File: src/rtl/rmsd_pkg.sv
// ----------------------------------------------------------------------------
// rmsd_pkg
// Shared widths, types and state codes for the row mean / std deviation block.
// ----------------------------------------------------------------------------
`default_nettype none

package rmsd_pkg;

  // sample and row sizing
  localparam int SAMPLE_W = 16;
  localparam int MAX_ROW  = 4096;
  localparam int CFG_W    = 13;
  localparam int FRAC_W   = 16;
  localparam int MEAN_W   = 32;
  localparam int SD_W     = 31;
  localparam int CNT_W    = $clog2(MAX_ROW + 1);
  localparam int LOG_ROW  = $clog2(MAX_ROW);
  localparam int SUM_W    = SAMPLE_W + LOG_ROW;
  localparam int SSQ_W    = 2 * SAMPLE_W + LOG_ROW;
  localparam int CFG_RESET = 1024;

  // back end arithmetic sizing
  localparam int QLO_W  = SSQ_W / 2;
  localparam int QHI_W  = SSQ_W - QLO_W;
  localparam int MUL_W  = SUM_W;
  localparam int ACC_W  = CNT_W + SSQ_W;
  localparam int SCALE_W = 32;
  localparam int ROOT_W = (ACC_W + SCALE_W + 1) / 2;
  localparam int V_W    = 2 * ROOT_W;
  localparam int DIV_W  = (ROOT_W > SUM_W + FRAC_W) ? ROOT_W : SUM_W + FRAC_W;

  // queue between accumulator and back end
  localparam int FIFO_DEPTH = 4;
  localparam int FPTR_W     = $clog2(FIFO_DEPTH);

  // totals of one completed row
  typedef struct packed {
    logic [CNT_W-1:0] n;
    logic [SUM_W-1:0] sum;
    logic [SSQ_W-1:0] ssq;
  } row_tot_t;

  // back end sequencer states
  typedef enum logic [2:0] {
    BK_IDLE,
    BK_MUL_LO,
    BK_MUL_HI,
    BK_MUL_SQ,
    BK_SUB,
    BK_ROOT,
    BK_DIV_SD,
    BK_OUT
  } back_state_t;

endpackage

`default_nettype wire

File: src/rtl/rmsd_front.sv
// ----------------------------------------------------------------------------
// rmsd_front
// Row accumulator: count, sum and sum of squares, one sample per cycle while the queue is not full.
// Hands the row totals to the queue on the last sample of each row.
// ----------------------------------------------------------------------------
`default_nettype none

module rmsd_front (
  input  wire logic                          clk,
  input  wire logic                          rst_n,
  input  wire logic                          cfg_valid,
  output logic                               cfg_ready,
  input  wire logic [rmsd_pkg::CFG_W-1:0]    cfg_row_length,
  input  wire logic                          in_valid,
  output logic                               in_stall,
  input  wire logic [rmsd_pkg::SAMPLE_W-1:0] in_sample,
  input  wire logic                          fifo_full,
  output logic                               push,
  output rmsd_pkg::row_tot_t                 push_data
);

  localparam int EFF_W = (rmsd_pkg::CNT_W > rmsd_pkg::CFG_W) ?
                         rmsd_pkg::CNT_W : rmsd_pkg::CFG_W;

  logic [rmsd_pkg::CFG_W-1:0]      row_len_r, row_len_nxt;
  logic [rmsd_pkg::CNT_W-1:0]      cnt_r, cnt_nxt;
  logic [rmsd_pkg::SUM_W-1:0]      sum_r, sum_nxt;
  logic [rmsd_pkg::SSQ_W-1:0]      ssq_r, ssq_nxt;
  logic [rmsd_pkg::CNT_W-1:0]      cnt_inc;
  logic [rmsd_pkg::SUM_W-1:0]      sum_inc;
  logic [rmsd_pkg::SSQ_W-1:0]      ssq_inc;
  logic [2*rmsd_pkg::SAMPLE_W-1:0] sq;
  logic [EFF_W-1:0]                len_ext;
  logic [EFF_W-1:0]                eff_len;
  logic                            accept;
  logic                            row_end;

  // config register always writable
  assign cfg_ready = 1'b1;

  // effective row length: zero acts as one, clipped to the maximum
  always_comb begin
    len_ext = EFF_W'(row_len_r);
    if (len_ext == '0) begin
      eff_len = EFF_W'(1);
    end else if (len_ext > EFF_W'(rmsd_pkg::MAX_ROW)) begin
      eff_len = EFF_W'(rmsd_pkg::MAX_ROW);
    end else begin
      eff_len = len_ext;
    end
  end

  // accumulate
  assign in_stall = fifo_full;
  assign accept   = in_valid && !fifo_full;
  assign sq       = in_sample * in_sample;
  assign cnt_inc  = cnt_r + 1'b1;
  assign sum_inc  = sum_r + rmsd_pkg::SUM_W'(in_sample);
  assign ssq_inc  = ssq_r + rmsd_pkg::SSQ_W'(sq);
  assign row_end  = accept && (EFF_W'(cnt_inc) >= eff_len);

  // row totals to the queue
  assign push          = row_end;
  assign push_data.n   = cnt_inc;
  assign push_data.sum = sum_inc;
  assign push_data.ssq = ssq_inc;

  // next state
  always_comb begin
    row_len_nxt = row_len_r;
    cnt_nxt     = cnt_r;
    sum_nxt     = sum_r;
    ssq_nxt     = ssq_r;
    if (cfg_valid) begin
      row_len_nxt = cfg_row_length;
    end
    if (row_end) begin
      cnt_nxt = '0;
      sum_nxt = '0;
      ssq_nxt = '0;
    end else if (accept) begin
      cnt_nxt = cnt_inc;
      sum_nxt = sum_inc;
      ssq_nxt = ssq_inc;
    end
  end

  always_ff @(posedge clk) begin
    if (!rst_n) begin
      row_len_r <= rmsd_pkg::CFG_W'(rmsd_pkg::CFG_RESET);
      cnt_r     <= '0;
      sum_r     <= '0;
      ssq_r     <= '0;
    end else begin
      row_len_r <= row_len_nxt;
      cnt_r     <= cnt_nxt;
      sum_r     <= sum_nxt;
      ssq_r     <= ssq_nxt;
    end
  end

endmodule

`default_nettype wire

File: src/rtl/rmsd_fifo.sv
// ----------------------------------------------------------------------------
// rmsd_fifo
// Short queue of completed row totals between accumulator and back end.
// ----------------------------------------------------------------------------
`default_nettype none

module rmsd_fifo (
  input  wire logic               clk,
  input  wire logic               rst_n,
  input  wire logic               push,
  input  wire rmsd_pkg::row_tot_t push_data,
  output logic                    full,
  input  wire logic               pop,
  output rmsd_pkg::row_tot_t      pop_data,
  output logic                    empty
);

  rmsd_pkg::row_tot_t            mem_r [rmsd_pkg::FIFO_DEPTH];
  logic [rmsd_pkg::FPTR_W-1:0]   wr_ptr_r, wr_ptr_nxt;
  logic [rmsd_pkg::FPTR_W-1:0]   rd_ptr_r, rd_ptr_nxt;
  logic [rmsd_pkg::FPTR_W:0]     fill_r, fill_nxt;
  logic                          do_push;
  logic                          do_pop;

  assign full     = (fill_r == (rmsd_pkg::FPTR_W+1)'(rmsd_pkg::FIFO_DEPTH));
  assign empty    = (fill_r == '0);
  assign do_push  = push && !full;
  assign do_pop   = pop && !empty;
  assign pop_data = mem_r[rd_ptr_r];

  // pointer and fill bookkeeping
  always_comb begin
    wr_ptr_nxt = do_push ? wr_ptr_r + 1'b1 : wr_ptr_r;
    rd_ptr_nxt = do_pop ? rd_ptr_r + 1'b1 : rd_ptr_r;
    fill_nxt   = fill_r;
    if (do_push && !do_pop) begin
      fill_nxt = fill_r + 1'b1;
    end else if (do_pop && !do_push) begin
      fill_nxt = fill_r - 1'b1;
    end
  end

  always_ff @(posedge clk) begin
    if (!rst_n) begin
      wr_ptr_r <= '0;
      rd_ptr_r <= '0;
      fill_r   <= '0;
    end else begin
      wr_ptr_r <= wr_ptr_nxt;
      rd_ptr_r <= rd_ptr_nxt;
      fill_r   <= fill_nxt;
    end
  end

  // storage
  always_ff @(posedge clk) begin
    if (do_push) begin
      mem_r[wr_ptr_r] <= push_data;
    end
  end

endmodule

`default_nettype wire

File: src/rtl/rmsd_div.sv
// ----------------------------------------------------------------------------
// rmsd_div
// Restoring divider by the row count, one quotient bit per cycle.
// ----------------------------------------------------------------------------
`default_nettype none

module rmsd_div (
  input  wire logic                       clk,
  input  wire logic                       rst_n,
  input  wire logic                       start,
  input  wire logic [rmsd_pkg::DIV_W-1:0] dividend,
  input  wire logic [rmsd_pkg::CNT_W-1:0] divisor,
  output logic                            done,
  output logic [rmsd_pkg::DIV_W-1:0]      quotient
);

  localparam int DCNT_W = $clog2(rmsd_pkg::DIV_W);

  logic                          busy_r, busy_nxt;
  logic                          done_r, done_nxt;
  logic [DCNT_W-1:0]             step_r, step_nxt;
  logic [rmsd_pkg::DIV_W-1:0]    dvd_r, dvd_nxt;
  logic [rmsd_pkg::CNT_W-1:0]    rem_r, rem_nxt;
  logic [rmsd_pkg::CNT_W-1:0]    dsr_r, dsr_nxt;
  logic [rmsd_pkg::CNT_W:0]      rem_sh;
  logic [rmsd_pkg::CNT_W:0]      rem_diff;
  logic                          ge;

  // one trial subtraction
  assign rem_sh   = {rem_r, dvd_r[rmsd_pkg::DIV_W-1]};
  assign rem_diff = rem_sh - {1'b0, dsr_r};
  assign ge       = (rem_sh >= {1'b0, dsr_r});

  assign done     = done_r;
  assign quotient = dvd_r;

  always_comb begin
    busy_nxt = busy_r;
    done_nxt = 1'b0;
    step_nxt = step_r;
    dvd_nxt  = dvd_r;
    rem_nxt  = rem_r;
    dsr_nxt  = dsr_r;
    if (start) begin
      busy_nxt = 1'b1;
      step_nxt = '0;
      dvd_nxt  = dividend;
      rem_nxt  = '0;
      dsr_nxt  = divisor;
    end else if (busy_r) begin
      // quotient bits shift in where dividend bits shift out
      dvd_nxt  = {dvd_r[rmsd_pkg::DIV_W-2:0], ge};
      rem_nxt  = ge ? rem_diff[rmsd_pkg::CNT_W-1:0] : rem_sh[rmsd_pkg::CNT_W-1:0];
      step_nxt = step_r + 1'b1;
      if (step_r == DCNT_W'(rmsd_pkg::DIV_W - 1)) begin
        busy_nxt = 1'b0;
        done_nxt = 1'b1;
      end
    end
  end

  always_ff @(posedge clk) begin
    if (!rst_n) begin
      busy_r <= 1'b0;
      done_r <= 1'b0;
      step_r <= '0;
    end else begin
      busy_r <= busy_nxt;
      done_r <= done_nxt;
      step_r <= step_nxt;
    end
  end

  always_ff @(posedge clk) begin
    dvd_r <= dvd_nxt;
    rem_r <= rem_nxt;
    dsr_r <= dsr_nxt;
  end

endmodule

`default_nettype wire

File: src/rtl/rmsd_back.sv
// ----------------------------------------------------------------------------
// rmsd_back
// Per-row sequencer: variance numerator over a shared multiplier, bitwise
// square root, mean and deviation through the divider, result register.
// ----------------------------------------------------------------------------
`default_nettype none

module rmsd_back (
  input  wire logic                         clk,
  input  wire logic                         rst_n,
  input  wire logic                         fifo_empty,
  input  wire rmsd_pkg::row_tot_t           pop_data,
  output logic                              pop,
  output logic                              div_start,
  output logic [rmsd_pkg::DIV_W-1:0]        div_dividend,
  output logic [rmsd_pkg::CNT_W-1:0]        div_divisor,
  input  wire logic                         div_done,
  input  wire logic [rmsd_pkg::DIV_W-1:0]   div_quotient,
  output logic                              out_valid,
  input  wire logic                         out_stall,
  output logic [rmsd_pkg::MEAN_W-1:0]       out_row_mean,
  output logic [rmsd_pkg::SD_W-1:0]         out_row_std_dev
);

  localparam int SCNT_W = $clog2(rmsd_pkg::ROOT_W);

  rmsd_pkg::back_state_t             state_r, state_nxt;
  logic [rmsd_pkg::CNT_W-1:0]        n_r, n_nxt;
  logic [rmsd_pkg::SUM_W-1:0]        s_r, s_nxt;
  logic [rmsd_pkg::SSQ_W-1:0]        q_r, q_nxt;
  logic [2*rmsd_pkg::MUL_W-1:0]      prod_r, prod_nxt;
  logic [rmsd_pkg::ACC_W-1:0]        acc_r, acc_nxt;
  logic [rmsd_pkg::V_W-1:0]          v_r, v_nxt;
  logic [rmsd_pkg::ROOT_W-1:0]       root_r, root_nxt;
  logic [rmsd_pkg::ROOT_W:0]         rem_r, rem_nxt;
  logic [SCNT_W-1:0]                 scnt_r, scnt_nxt;
  logic                              root_done_r, root_done_nxt;
  logic                              mean_got_r, mean_got_nxt;
  logic [rmsd_pkg::MEAN_W-1:0]       mean_r, mean_nxt;
  logic [rmsd_pkg::SD_W-1:0]         sd_r, sd_nxt;
  logic                              out_valid_r, out_valid_nxt;
  logic [rmsd_pkg::MEAN_W-1:0]       out_mean_r, out_mean_nxt;
  logic [rmsd_pkg::SD_W-1:0]         out_sd_r, out_sd_nxt;

  logic [rmsd_pkg::MUL_W-1:0]        mul_a;
  logic [rmsd_pkg::MUL_W-1:0]        mul_b;
  logic [2*rmsd_pkg::MUL_W-1:0]      prod;
  logic [rmsd_pkg::ACC_W-1:0]        numer;
  logic [rmsd_pkg::ROOT_W+2:0]       rem_sh;
  logic [rmsd_pkg::ROOT_W+2:0]       trial;
  logic [rmsd_pkg::ROOT_W+2:0]       rem_diff;
  logic                              root_ge;
  logic                              out_free;
  logic                              both_ready;

  assign out_free   = !out_valid_r || !out_stall;
  assign both_ready = root_done_r && mean_got_r;

  // next state
  always_comb begin
    state_nxt = state_r;
    case (state_r)
      rmsd_pkg::BK_IDLE:   if (!fifo_empty) state_nxt = rmsd_pkg::BK_MUL_LO;
      rmsd_pkg::BK_MUL_LO: state_nxt = rmsd_pkg::BK_MUL_HI;
      rmsd_pkg::BK_MUL_HI: state_nxt = rmsd_pkg::BK_MUL_SQ;
      rmsd_pkg::BK_MUL_SQ: state_nxt = rmsd_pkg::BK_SUB;
      rmsd_pkg::BK_SUB:    state_nxt = rmsd_pkg::BK_ROOT;
      rmsd_pkg::BK_ROOT:   if (both_ready) state_nxt = rmsd_pkg::BK_DIV_SD;
      rmsd_pkg::BK_DIV_SD: if (div_done) state_nxt = rmsd_pkg::BK_OUT;
      rmsd_pkg::BK_OUT:    if (out_free) state_nxt = rmsd_pkg::BK_IDLE;
      default:             state_nxt = rmsd_pkg::BK_IDLE;
    endcase
  end

  // control outputs and multiplier operand selection
  always_comb begin
    pop          = 1'b0;
    div_start    = 1'b0;
    div_dividend = rmsd_pkg::DIV_W'(root_r);
    mul_a        = '0;
    mul_b        = '0;
    case (state_r)
      rmsd_pkg::BK_IDLE: begin
        pop = !fifo_empty;
      end
      rmsd_pkg::BK_MUL_LO: begin
        mul_a = rmsd_pkg::MUL_W'(n_r);
        mul_b = rmsd_pkg::MUL_W'(q_r[rmsd_pkg::QLO_W-1:0]);
      end
      rmsd_pkg::BK_MUL_HI: begin
        mul_a = rmsd_pkg::MUL_W'(n_r);
        mul_b = rmsd_pkg::MUL_W'(q_r[rmsd_pkg::SSQ_W-1:rmsd_pkg::QLO_W]);
      end
      rmsd_pkg::BK_MUL_SQ: begin
        mul_a = s_r;
        mul_b = s_r;
      end
      rmsd_pkg::BK_SUB: begin
        // mean division runs alongside the root
        div_start    = 1'b1;
        div_dividend = rmsd_pkg::DIV_W'({s_r, {rmsd_pkg::FRAC_W{1'b0}}});
      end
      rmsd_pkg::BK_ROOT: begin
        div_start = both_ready;
      end
      default: begin
      end
    endcase
  end

  assign div_divisor = n_r;
  assign prod        = mul_a * mul_b;
  assign numer       = acc_r - rmsd_pkg::ACC_W'(prod_r);

  // one square root digit: bring in two bits, try (4*root + 1)
  assign rem_sh   = {rem_r, v_r[rmsd_pkg::V_W-1 -: 2]};
  assign trial    = (rmsd_pkg::ROOT_W+3)'({root_r, 2'b01});
  assign rem_diff = rem_sh - trial;
  assign root_ge  = (rem_sh >= trial);

  // datapath registers
  always_comb begin
    n_nxt         = n_r;
    s_nxt         = s_r;
    q_nxt         = q_r;
    prod_nxt      = prod_r;
    acc_nxt       = acc_r;
    v_nxt         = v_r;
    root_nxt      = root_r;
    rem_nxt       = rem_r;
    scnt_nxt      = scnt_r;
    root_done_nxt = root_done_r;
    mean_got_nxt  = mean_got_r;
    mean_nxt      = mean_r;
    sd_nxt        = sd_r;
    out_valid_nxt = out_valid_r && out_stall;
    out_mean_nxt  = out_mean_r;
    out_sd_nxt    = out_sd_r;
    case (state_r)
      rmsd_pkg::BK_IDLE: begin
        n_nxt = pop_data.n;
        s_nxt = pop_data.sum;
        q_nxt = pop_data.ssq;
      end
      rmsd_pkg::BK_MUL_LO: begin
        prod_nxt = prod;
      end
      rmsd_pkg::BK_MUL_HI: begin
        acc_nxt  = rmsd_pkg::ACC_W'(prod_r);
        prod_nxt = prod;
      end
      rmsd_pkg::BK_MUL_SQ: begin
        acc_nxt  = acc_r + (rmsd_pkg::ACC_W'(prod_r) << rmsd_pkg::QLO_W);
        prod_nxt = prod;
      end
      rmsd_pkg::BK_SUB: begin
        // numerator scaled by 2^32 feeds the root
        v_nxt         = rmsd_pkg::V_W'(numer) << rmsd_pkg::SCALE_W;
        root_nxt      = '0;
        rem_nxt       = '0;
        scnt_nxt      = '0;
        root_done_nxt = 1'b0;
        mean_got_nxt  = 1'b0;
      end
      rmsd_pkg::BK_ROOT: begin
        if (!root_done_r) begin
          v_nxt    = v_r << 2;
          root_nxt = {root_r[rmsd_pkg::ROOT_W-2:0], root_ge};
          rem_nxt  = root_ge ? rem_diff[rmsd_pkg::ROOT_W:0] : rem_sh[rmsd_pkg::ROOT_W:0];
          scnt_nxt = scnt_r + 1'b1;
          if (scnt_r == SCNT_W'(rmsd_pkg::ROOT_W - 1)) begin
            root_done_nxt = 1'b1;
          end
        end
        if (div_done) begin
          mean_nxt     = div_quotient[rmsd_pkg::MEAN_W-1:0];
          mean_got_nxt = 1'b1;
        end
      end
      rmsd_pkg::BK_DIV_SD: begin
        if (div_done) begin
          sd_nxt = div_quotient[rmsd_pkg::SD_W-1:0];
        end
      end
      rmsd_pkg::BK_OUT: begin
        if (out_free) begin
          out_valid_nxt = 1'b1;
          out_mean_nxt  = mean_r;
          out_sd_nxt    = sd_r;
        end
      end
      default: begin
      end
    endcase
  end

  // control registers
  always_ff @(posedge clk) begin
    if (!rst_n) begin
      state_r     <= rmsd_pkg::BK_IDLE;
      root_done_r <= 1'b0;
      mean_got_r  <= 1'b0;
      out_valid_r <= 1'b0;
    end else begin
      state_r     <= state_nxt;
      root_done_r <= root_done_nxt;
      mean_got_r  <= mean_got_nxt;
      out_valid_r <= out_valid_nxt;
    end
  end

  // payload registers
  always_ff @(posedge clk) begin
    n_r        <= n_nxt;
    s_r        <= s_nxt;
    q_r        <= q_nxt;
    prod_r     <= prod_nxt;
    acc_r      <= acc_nxt;
    v_r        <= v_nxt;
    root_r     <= root_nxt;
    rem_r      <= rem_nxt;
    scnt_r     <= scnt_nxt;
    mean_r     <= mean_nxt;
    sd_r       <= sd_nxt;
    out_mean_r <= out_mean_nxt;
    out_sd_r   <= out_sd_nxt;
  end

  assign out_valid       = out_valid_r;
  assign out_row_mean    = out_mean_r;
  assign out_row_std_dev = out_sd_r;

endmodule

`default_nettype wire

File: src/rtl/row_mean_std_dev.sv
// Path: after its last sample a row's totals pass the queue, three multiply
//   steps, a 45-step root alongside the 45-step mean divide, then a 45-step
//   deviation divide and the output register.
// Throughput: one sample per cycle unless the queue is full; the back end
//   sequencer takes one row at a time; a 4-row queue absorbs shorter rows.
// Reset: accumulators and queue empty, row length 1024, no result valid.
// ----------------------------------------------------------------------------
// row_mean_std_dev
// Streaming per-row mean (Q16.16) and population std deviation (Q15.16).
// ----------------------------------------------------------------------------
`default_nettype none

module row_mean_std_dev (
  input  wire logic                          clk,
  input  wire logic                          rst_n,
  input  wire logic                          cfg_valid,
  output logic                               cfg_ready,
  input  wire logic [rmsd_pkg::CFG_W-1:0]    cfg_row_length,
  input  wire logic                          in_valid,
  output logic                               in_stall,
  input  wire logic [rmsd_pkg::SAMPLE_W-1:0] in_sample,
  output logic                               out_valid,
  input  wire logic                          out_stall,
  output logic [rmsd_pkg::MEAN_W-1:0]        out_row_mean,
  output logic [rmsd_pkg::SD_W-1:0]          out_row_std_dev
);

  rmsd_pkg::row_tot_t            push_data;
  rmsd_pkg::row_tot_t            pop_data;
  logic                          push;
  logic                          pop;
  logic                          fifo_full;
  logic                          fifo_empty;
  logic                          div_start;
  logic                          div_done;
  logic [rmsd_pkg::DIV_W-1:0]    div_dividend;
  logic [rmsd_pkg::CNT_W-1:0]    div_divisor;
  logic [rmsd_pkg::DIV_W-1:0]    div_quotient;

  // row accumulation
  rmsd_front u_front (
    .clk            (clk),
    .rst_n          (rst_n),
    .cfg_valid      (cfg_valid),
    .cfg_ready      (cfg_ready),
    .cfg_row_length (cfg_row_length),
    .in_valid       (in_valid),
    .in_stall       (in_stall),
    .in_sample      (in_sample),
    .fifo_full      (fifo_full),
    .push           (push),
    .push_data      (push_data)
  );

  // row totals queue
  rmsd_fifo u_fifo (
    .clk       (clk),
    .rst_n     (rst_n),
    .push      (push),
    .push_data (push_data),
    .full      (fifo_full),
    .pop       (pop),
    .pop_data  (pop_data),
    .empty     (fifo_empty)
  );

  // shared divider
  rmsd_div u_div (
    .clk      (clk),
    .rst_n    (rst_n),
    .start    (div_start),
    .dividend (div_dividend),
    .divisor  (div_divisor),
    .done     (div_done),
    .quotient (div_quotient)
  );

  // per-row statistics
  rmsd_back u_back (
    .clk             (clk),
    .rst_n           (rst_n),
    .fifo_empty      (fifo_empty),
    .pop_data        (pop_data),
    .pop             (pop),
    .div_start       (div_start),
    .div_dividend    (div_dividend),
    .div_divisor     (div_divisor),
    .div_done        (div_done),
    .div_quotient    (div_quotient),
    .out_valid       (out_valid),
    .out_stall       (out_stall),
    .out_row_mean    (out_row_mean),
    .out_row_std_dev (out_row_std_dev)
  );

endmodule

`default_nettype wire

File: config.mk
export PLATFORM = sky130hd
export DESIGN_NAME = row_mean_std_dev
export DESIGN_NICKNAME = d
export VERILOG_FILES = /design/src/rtl/rmsd_pkg.sv /design/src/rtl/rmsd_front.sv /design/src/rtl/rmsd_fifo.sv /design/src/rtl/rmsd_div.sv /design/src/rtl/rmsd_back.sv /design/src/rtl/row_mean_std_dev.sv
export SDC_FILE = /design/constraint.sdc
export NUM_CORES = 2
export LEC_CHECK = 0
export BUFFER_PORTS_ARGS = -buffer_cell sky130_fd_sc_hd__buf_4
export CORE_MARGIN = 2
export CORE_UTILIZATION = 50
export CTS_CLUSTER_DIAMETER = 40
export DETAILED_ROUTE_END_ITERATION = 10
export PLACE_DENSITY = 0.66
export SLEW_MARGIN = 10
export SYNTH_ARGS = -nofsm -noshare
export SYNTH_HDL_FRONTEND = slang
export SYNTH_SLANG_ARGS = --single-unit
File: constraint.sdc
create_clock -name clk -period 15.9 [get_ports clk]
set_clock_uncertainty 0.15 [all_clocks]
set_input_delay 2.385 -clock clk [delete_from_list [all_inputs] [get_ports clk]]
set_output_delay 2.385 -clock clk [all_outputs]
set_load 0.01 [all_outputs]
==> run summary <==
• **result of the run** finished, final reports clean
• **final standard cell count with taps included and fillers excluded** 9859
• **most used cells in the layout excluding fill and tap cells** sky130_fd_sc_hd__inv_1 (1297), sky130_fd_sc_hd__nand2_1 (884), sky130_fd_sc_hd__edfxtp_1 (877)
• **via count of the first global-routing pass** 56917
• **Final GP Congestion** 0.987
• **net total in the final layout** 9077
• **TritonCTS Sinks** 1009
• **clock buffer count from CTS** 145
• **type of the setup path with the least slack** register to register
• **Post-synth EDFFs** 877
• **top-level I/O count** 100
• **DRT Wirelength** 207 mm
• **largest family of logic cells by synthesized area** adder cells
• **post-synthesis area per instance** 10.5 um^2
• **sequential area share after synthesis** 0.363
• **count of endpoints failing setup in the final report** 0
• **latest clock arrival within the worst-skew pair** 800 ps
• **worst setup slack for register-to-register paths** 4970 ps
• **number of hold buffers added after cts** 0
• **most frequent standard cell in the layout excluding fill and tap cells** sky130_fd_sc_hd__inv_1
• **Data required, critical path** 16280 ps
• **routed vias/inst** 5.59
• **Top delay family on crit path** adder cells
• **simple logic cell fraction of the synthesized area** 0.115
• **Mapped Nets** 9059
• **startpoint of the lowest-slack register-to-register path** u_back.state_r[1]
• **clock network fraction of total power** 0.176
• **Max H-tree Level** 4
• **logic gate share of total power** 0.570
• **largest net degree at the start of global routing** 175
• **cell-internal power** 9.98 mW
• **setup tns final** 0 ps
• **post-detailed-placement half-perimeter wirelength** 155 mm
• **unrepaired setup endpoints after global routing** false
• **Clock transition at path regs** 60 ps
• **switching power total** 8.59 mW
• **Die H** 404 um
• **period utilisation layout** 0.688
• **share of synthesized area spent on multiplexers** 0.0310
• **total routing resource utilization after global routing** 0.257
• **Routed wire per std cell** 21.0 um
• **share of the synthesized netlist area taken by xor and xnor gates** 0.0320
• **CTS root buffer** sky130_fd_sc_hd__clkbuf_16
• **pin slew with the least headroom to its limit** 1330 ps
• **diode insertion count for antenna repair** 0
• **area growth from synthesis to layout** 9.98%
• **Fill cells** 13668
• **cell types occupying the most area after synthesis** sky130_fd_sc_hd__edfxtp_1 (33%), sky130_fd_sc_hd__fa_1 (22%), sky130_fd_sc_hd__ha_1 (7.9%)
• **data arrival time at the worst-slack endpoint** 11310 ps
• **total number of yosys warnings** 0
• **post-route cell area** 87900 um^2
• **PortBufs** 98
• **portion of total power attributed to sequential cells** 0.253
• **commonest register cell after synthesis** sky130_fd_sc_hd__edfxtp_1
• **cell leakage power** 38.9 nW
• **placeable core area** 159000 um^2
• **launching element type of the critical path** register
• **buffer count from post-CTS setup fixing** 0
• **starting density of the core** 0.504
• **number of maximum-capacitance constraint violations** 0
• **terminating pin of the worst hold path** u_back.out_row_mean[4]
• **ratio of total power to cell area** 211 nW/um^2
• **critical-path cell with the highest stage delay** sky130_fd_sc_hd__dfxtp_2
• **Post-Synth Adder-Cell Area** 0.298
• **Gate Count Post-Synth** 7646
• **largest fanout on the critical path** 87
• **Post-Place Cells** 9589
• **timing-limited maximum frequency** 91.5 MHz
• **critical path capture point type** register
• **number of register bits inferred by synthesis** 1009
• **first-pass GRT wire length** 324 mm
• **worst-case reg-to-reg path depth** 31
• **number of antenna violations at the first check in global routing** 4
• **Sequential Area** 29000 um^2
• **layout cell share with drive strength beyond 1** 0.0758
• **1st-iter DRT viols** 4451
• **buffer levels on the longest clock path** 3
• **HP Start** u_back.mean_r[4]
• **Multi-input gate area** 45000 um^2
• **CTS tree** built
• **async set-or-reset flop fraction in the synthesized netlist** 0
• **summed instance area of the synthesized netlist** 79900 um^2
• **worst vdd rail ir drop** 0.270 mV
• **leftover overflow at the end of global routing** 0
• **number of nets with antenna violations after routing** 0
• **reg-to-reg critical path endpoint** u_back.prod_r[55]
• **final worst path period need** 10930 ps
• **Pins Over Slew Limit** 0
• **share of the synthesized area in the top cell type** 0.330
• **final count of hold timing violations** 0
• **number of remaining DRC errors** 0
• **distinct cell type count after synthesis** 93
• **complex-gate fraction of the synthesized area** 0.0861
• **via count** 55070
• **Hold Path Class** register to register
• **Resized cells post-CTS** 0
• **worst stage delay on the critical path** 850 ps
• **placed cell areas** 82800 um^2
• **number of detailed-routing iterations run before antenna repair** 6
• **chip width** 404 um
• **Max-slew headroom** 0.114
• **post-synthesis cell type with the largest combined area** sky130_fd_sc_hd__edfxtp_1
• **Switching Fraction** 0.463
• **crit path buf inv count** 9
• **Rows** 146
• **floorplan die area** 163000 um^2
• **Min-Delay Path Depth** 0
-- state kept, by name (all words and copies together) (netlist names), 28 cells and up --
signal	cells
u_back.mean_r	32
u_back.rem_r	46
u_back.q_r	44
u_back.acc_r	57
u_div.quotient	45
u_front.ssq_r	44
u_fifo.mem_r	340
u_back.out_row_mean	32
u_back.sd_r	31
u_back.s_r	28
u_back.root_r	45
u_back.out_row_std_dev	31
u_front.sum_r	28
u_back.v_r	58
u_back.prod_r	56
-- power groups by stage --
stage	clock (mW)	sequential (mW)	combinational, mW
global route	3.44	4.73	11.8
finish	3.28	4.70	10.6
detailed placement	0	4.75	10.4
CTS	3.33	4.70	10.5
floorplan	0	4.47	7.52
global placement	0	4.74	10.2
-- through the flow --
| stage | util | hold slack, ps | setup slack, ps | power, mW |
|---|---|---|---|---|
| after floorplan | - | 250 | 2630 | 12.0 |
| after global placement | 0.522 | 252 | 5410 | 14.9 |
| after detailed placement | 0.522 | 255 | 5110 | 15.2 |
| after CTS | 0.554 | 261 | 5120 | 18.5 |
| after global routing | 0.554 | 269 | 4350 | 20.0 |
| final | 0.554 | 262 | 4970 | 18.6 |
-- cell type report --
cell class,instances,share of cell area
multi-input combinational,5032,0.512
sequential,1009,0.330
inverter,1301,0.0556
clock buffer,177,0.0437
tap,2072,0.0295
timing repair buffer,175,0.0152
clock inverter,93,0.0140
-- cell families (layout without fill, tap and decap cells) --
kind of cell,after synthesis,in the layout
buffers and inverters,1605,1746
multiplexers,138,138
XOR/XNOR,292,292
flip-flops,1009,1009
adder cells (fa/ha/maj),1379,1379
AO/OA/AOI/OAI,1117,1117
other,1,1
AND/OR/NAND/NOR,2105,2105
-- cells in the mapped netlist, drive strengths merged, types with 44 or more instances --
| cell | number |
|---|---|
| a211oi | 44 |
| a21o | 130 |
| a21oi | 439 |
| and2 | 95 |
| and3 | 110 |
| buf | 49 |
| clkbuf | 255 |
| dfxtp | 132 |
| edfxtp | 877 |
| fa | 874 |
| ha | 505 |
| inv | 1298 |
| mux4 | 85 |
| nand2 | 884 |
| nand3 | 84 |
| nor2 | 698 |
| o21ai | 233 |
| xnor2 | 164 |
| xor2 | 128 |
-- worst max path at each step --
| stage | from | slack [ps] | endpoint | cells past startpoint |
|---|---|---|---|---|
| finish | u_back.state_r[1] | 4970 | u_back.prod_r[55] | 31 |
| global route | u_back.state_r[1] | 4350 | u_back.prod_r[55] | 31 |
| CTS | u_back.state_r[1] | 5120 | u_back.prod_r[55] | 31 |
| detailed placement | u_back.state_r[1] | 5110 | u_back.prod_r[55] | 31 |
| global placement | u_back.state_r[1] | 5410 | u_back.prod_r[49] | 31 |
| floorplan | u_back.state_r[1] | 2630 | u_back.rem_r[0] | 6 |
-- metal layers --
layer	GRT usage	vias to the layer above	wire [um]
met5	0	-	10
met4	0.102	2	8720
met3	0.0470	445	15000
met2	0.409	1946	94300
met1	0.351	27483	89000
li1	-	25194	-
No activity file was read; power rests on OpenSTA's default activity.
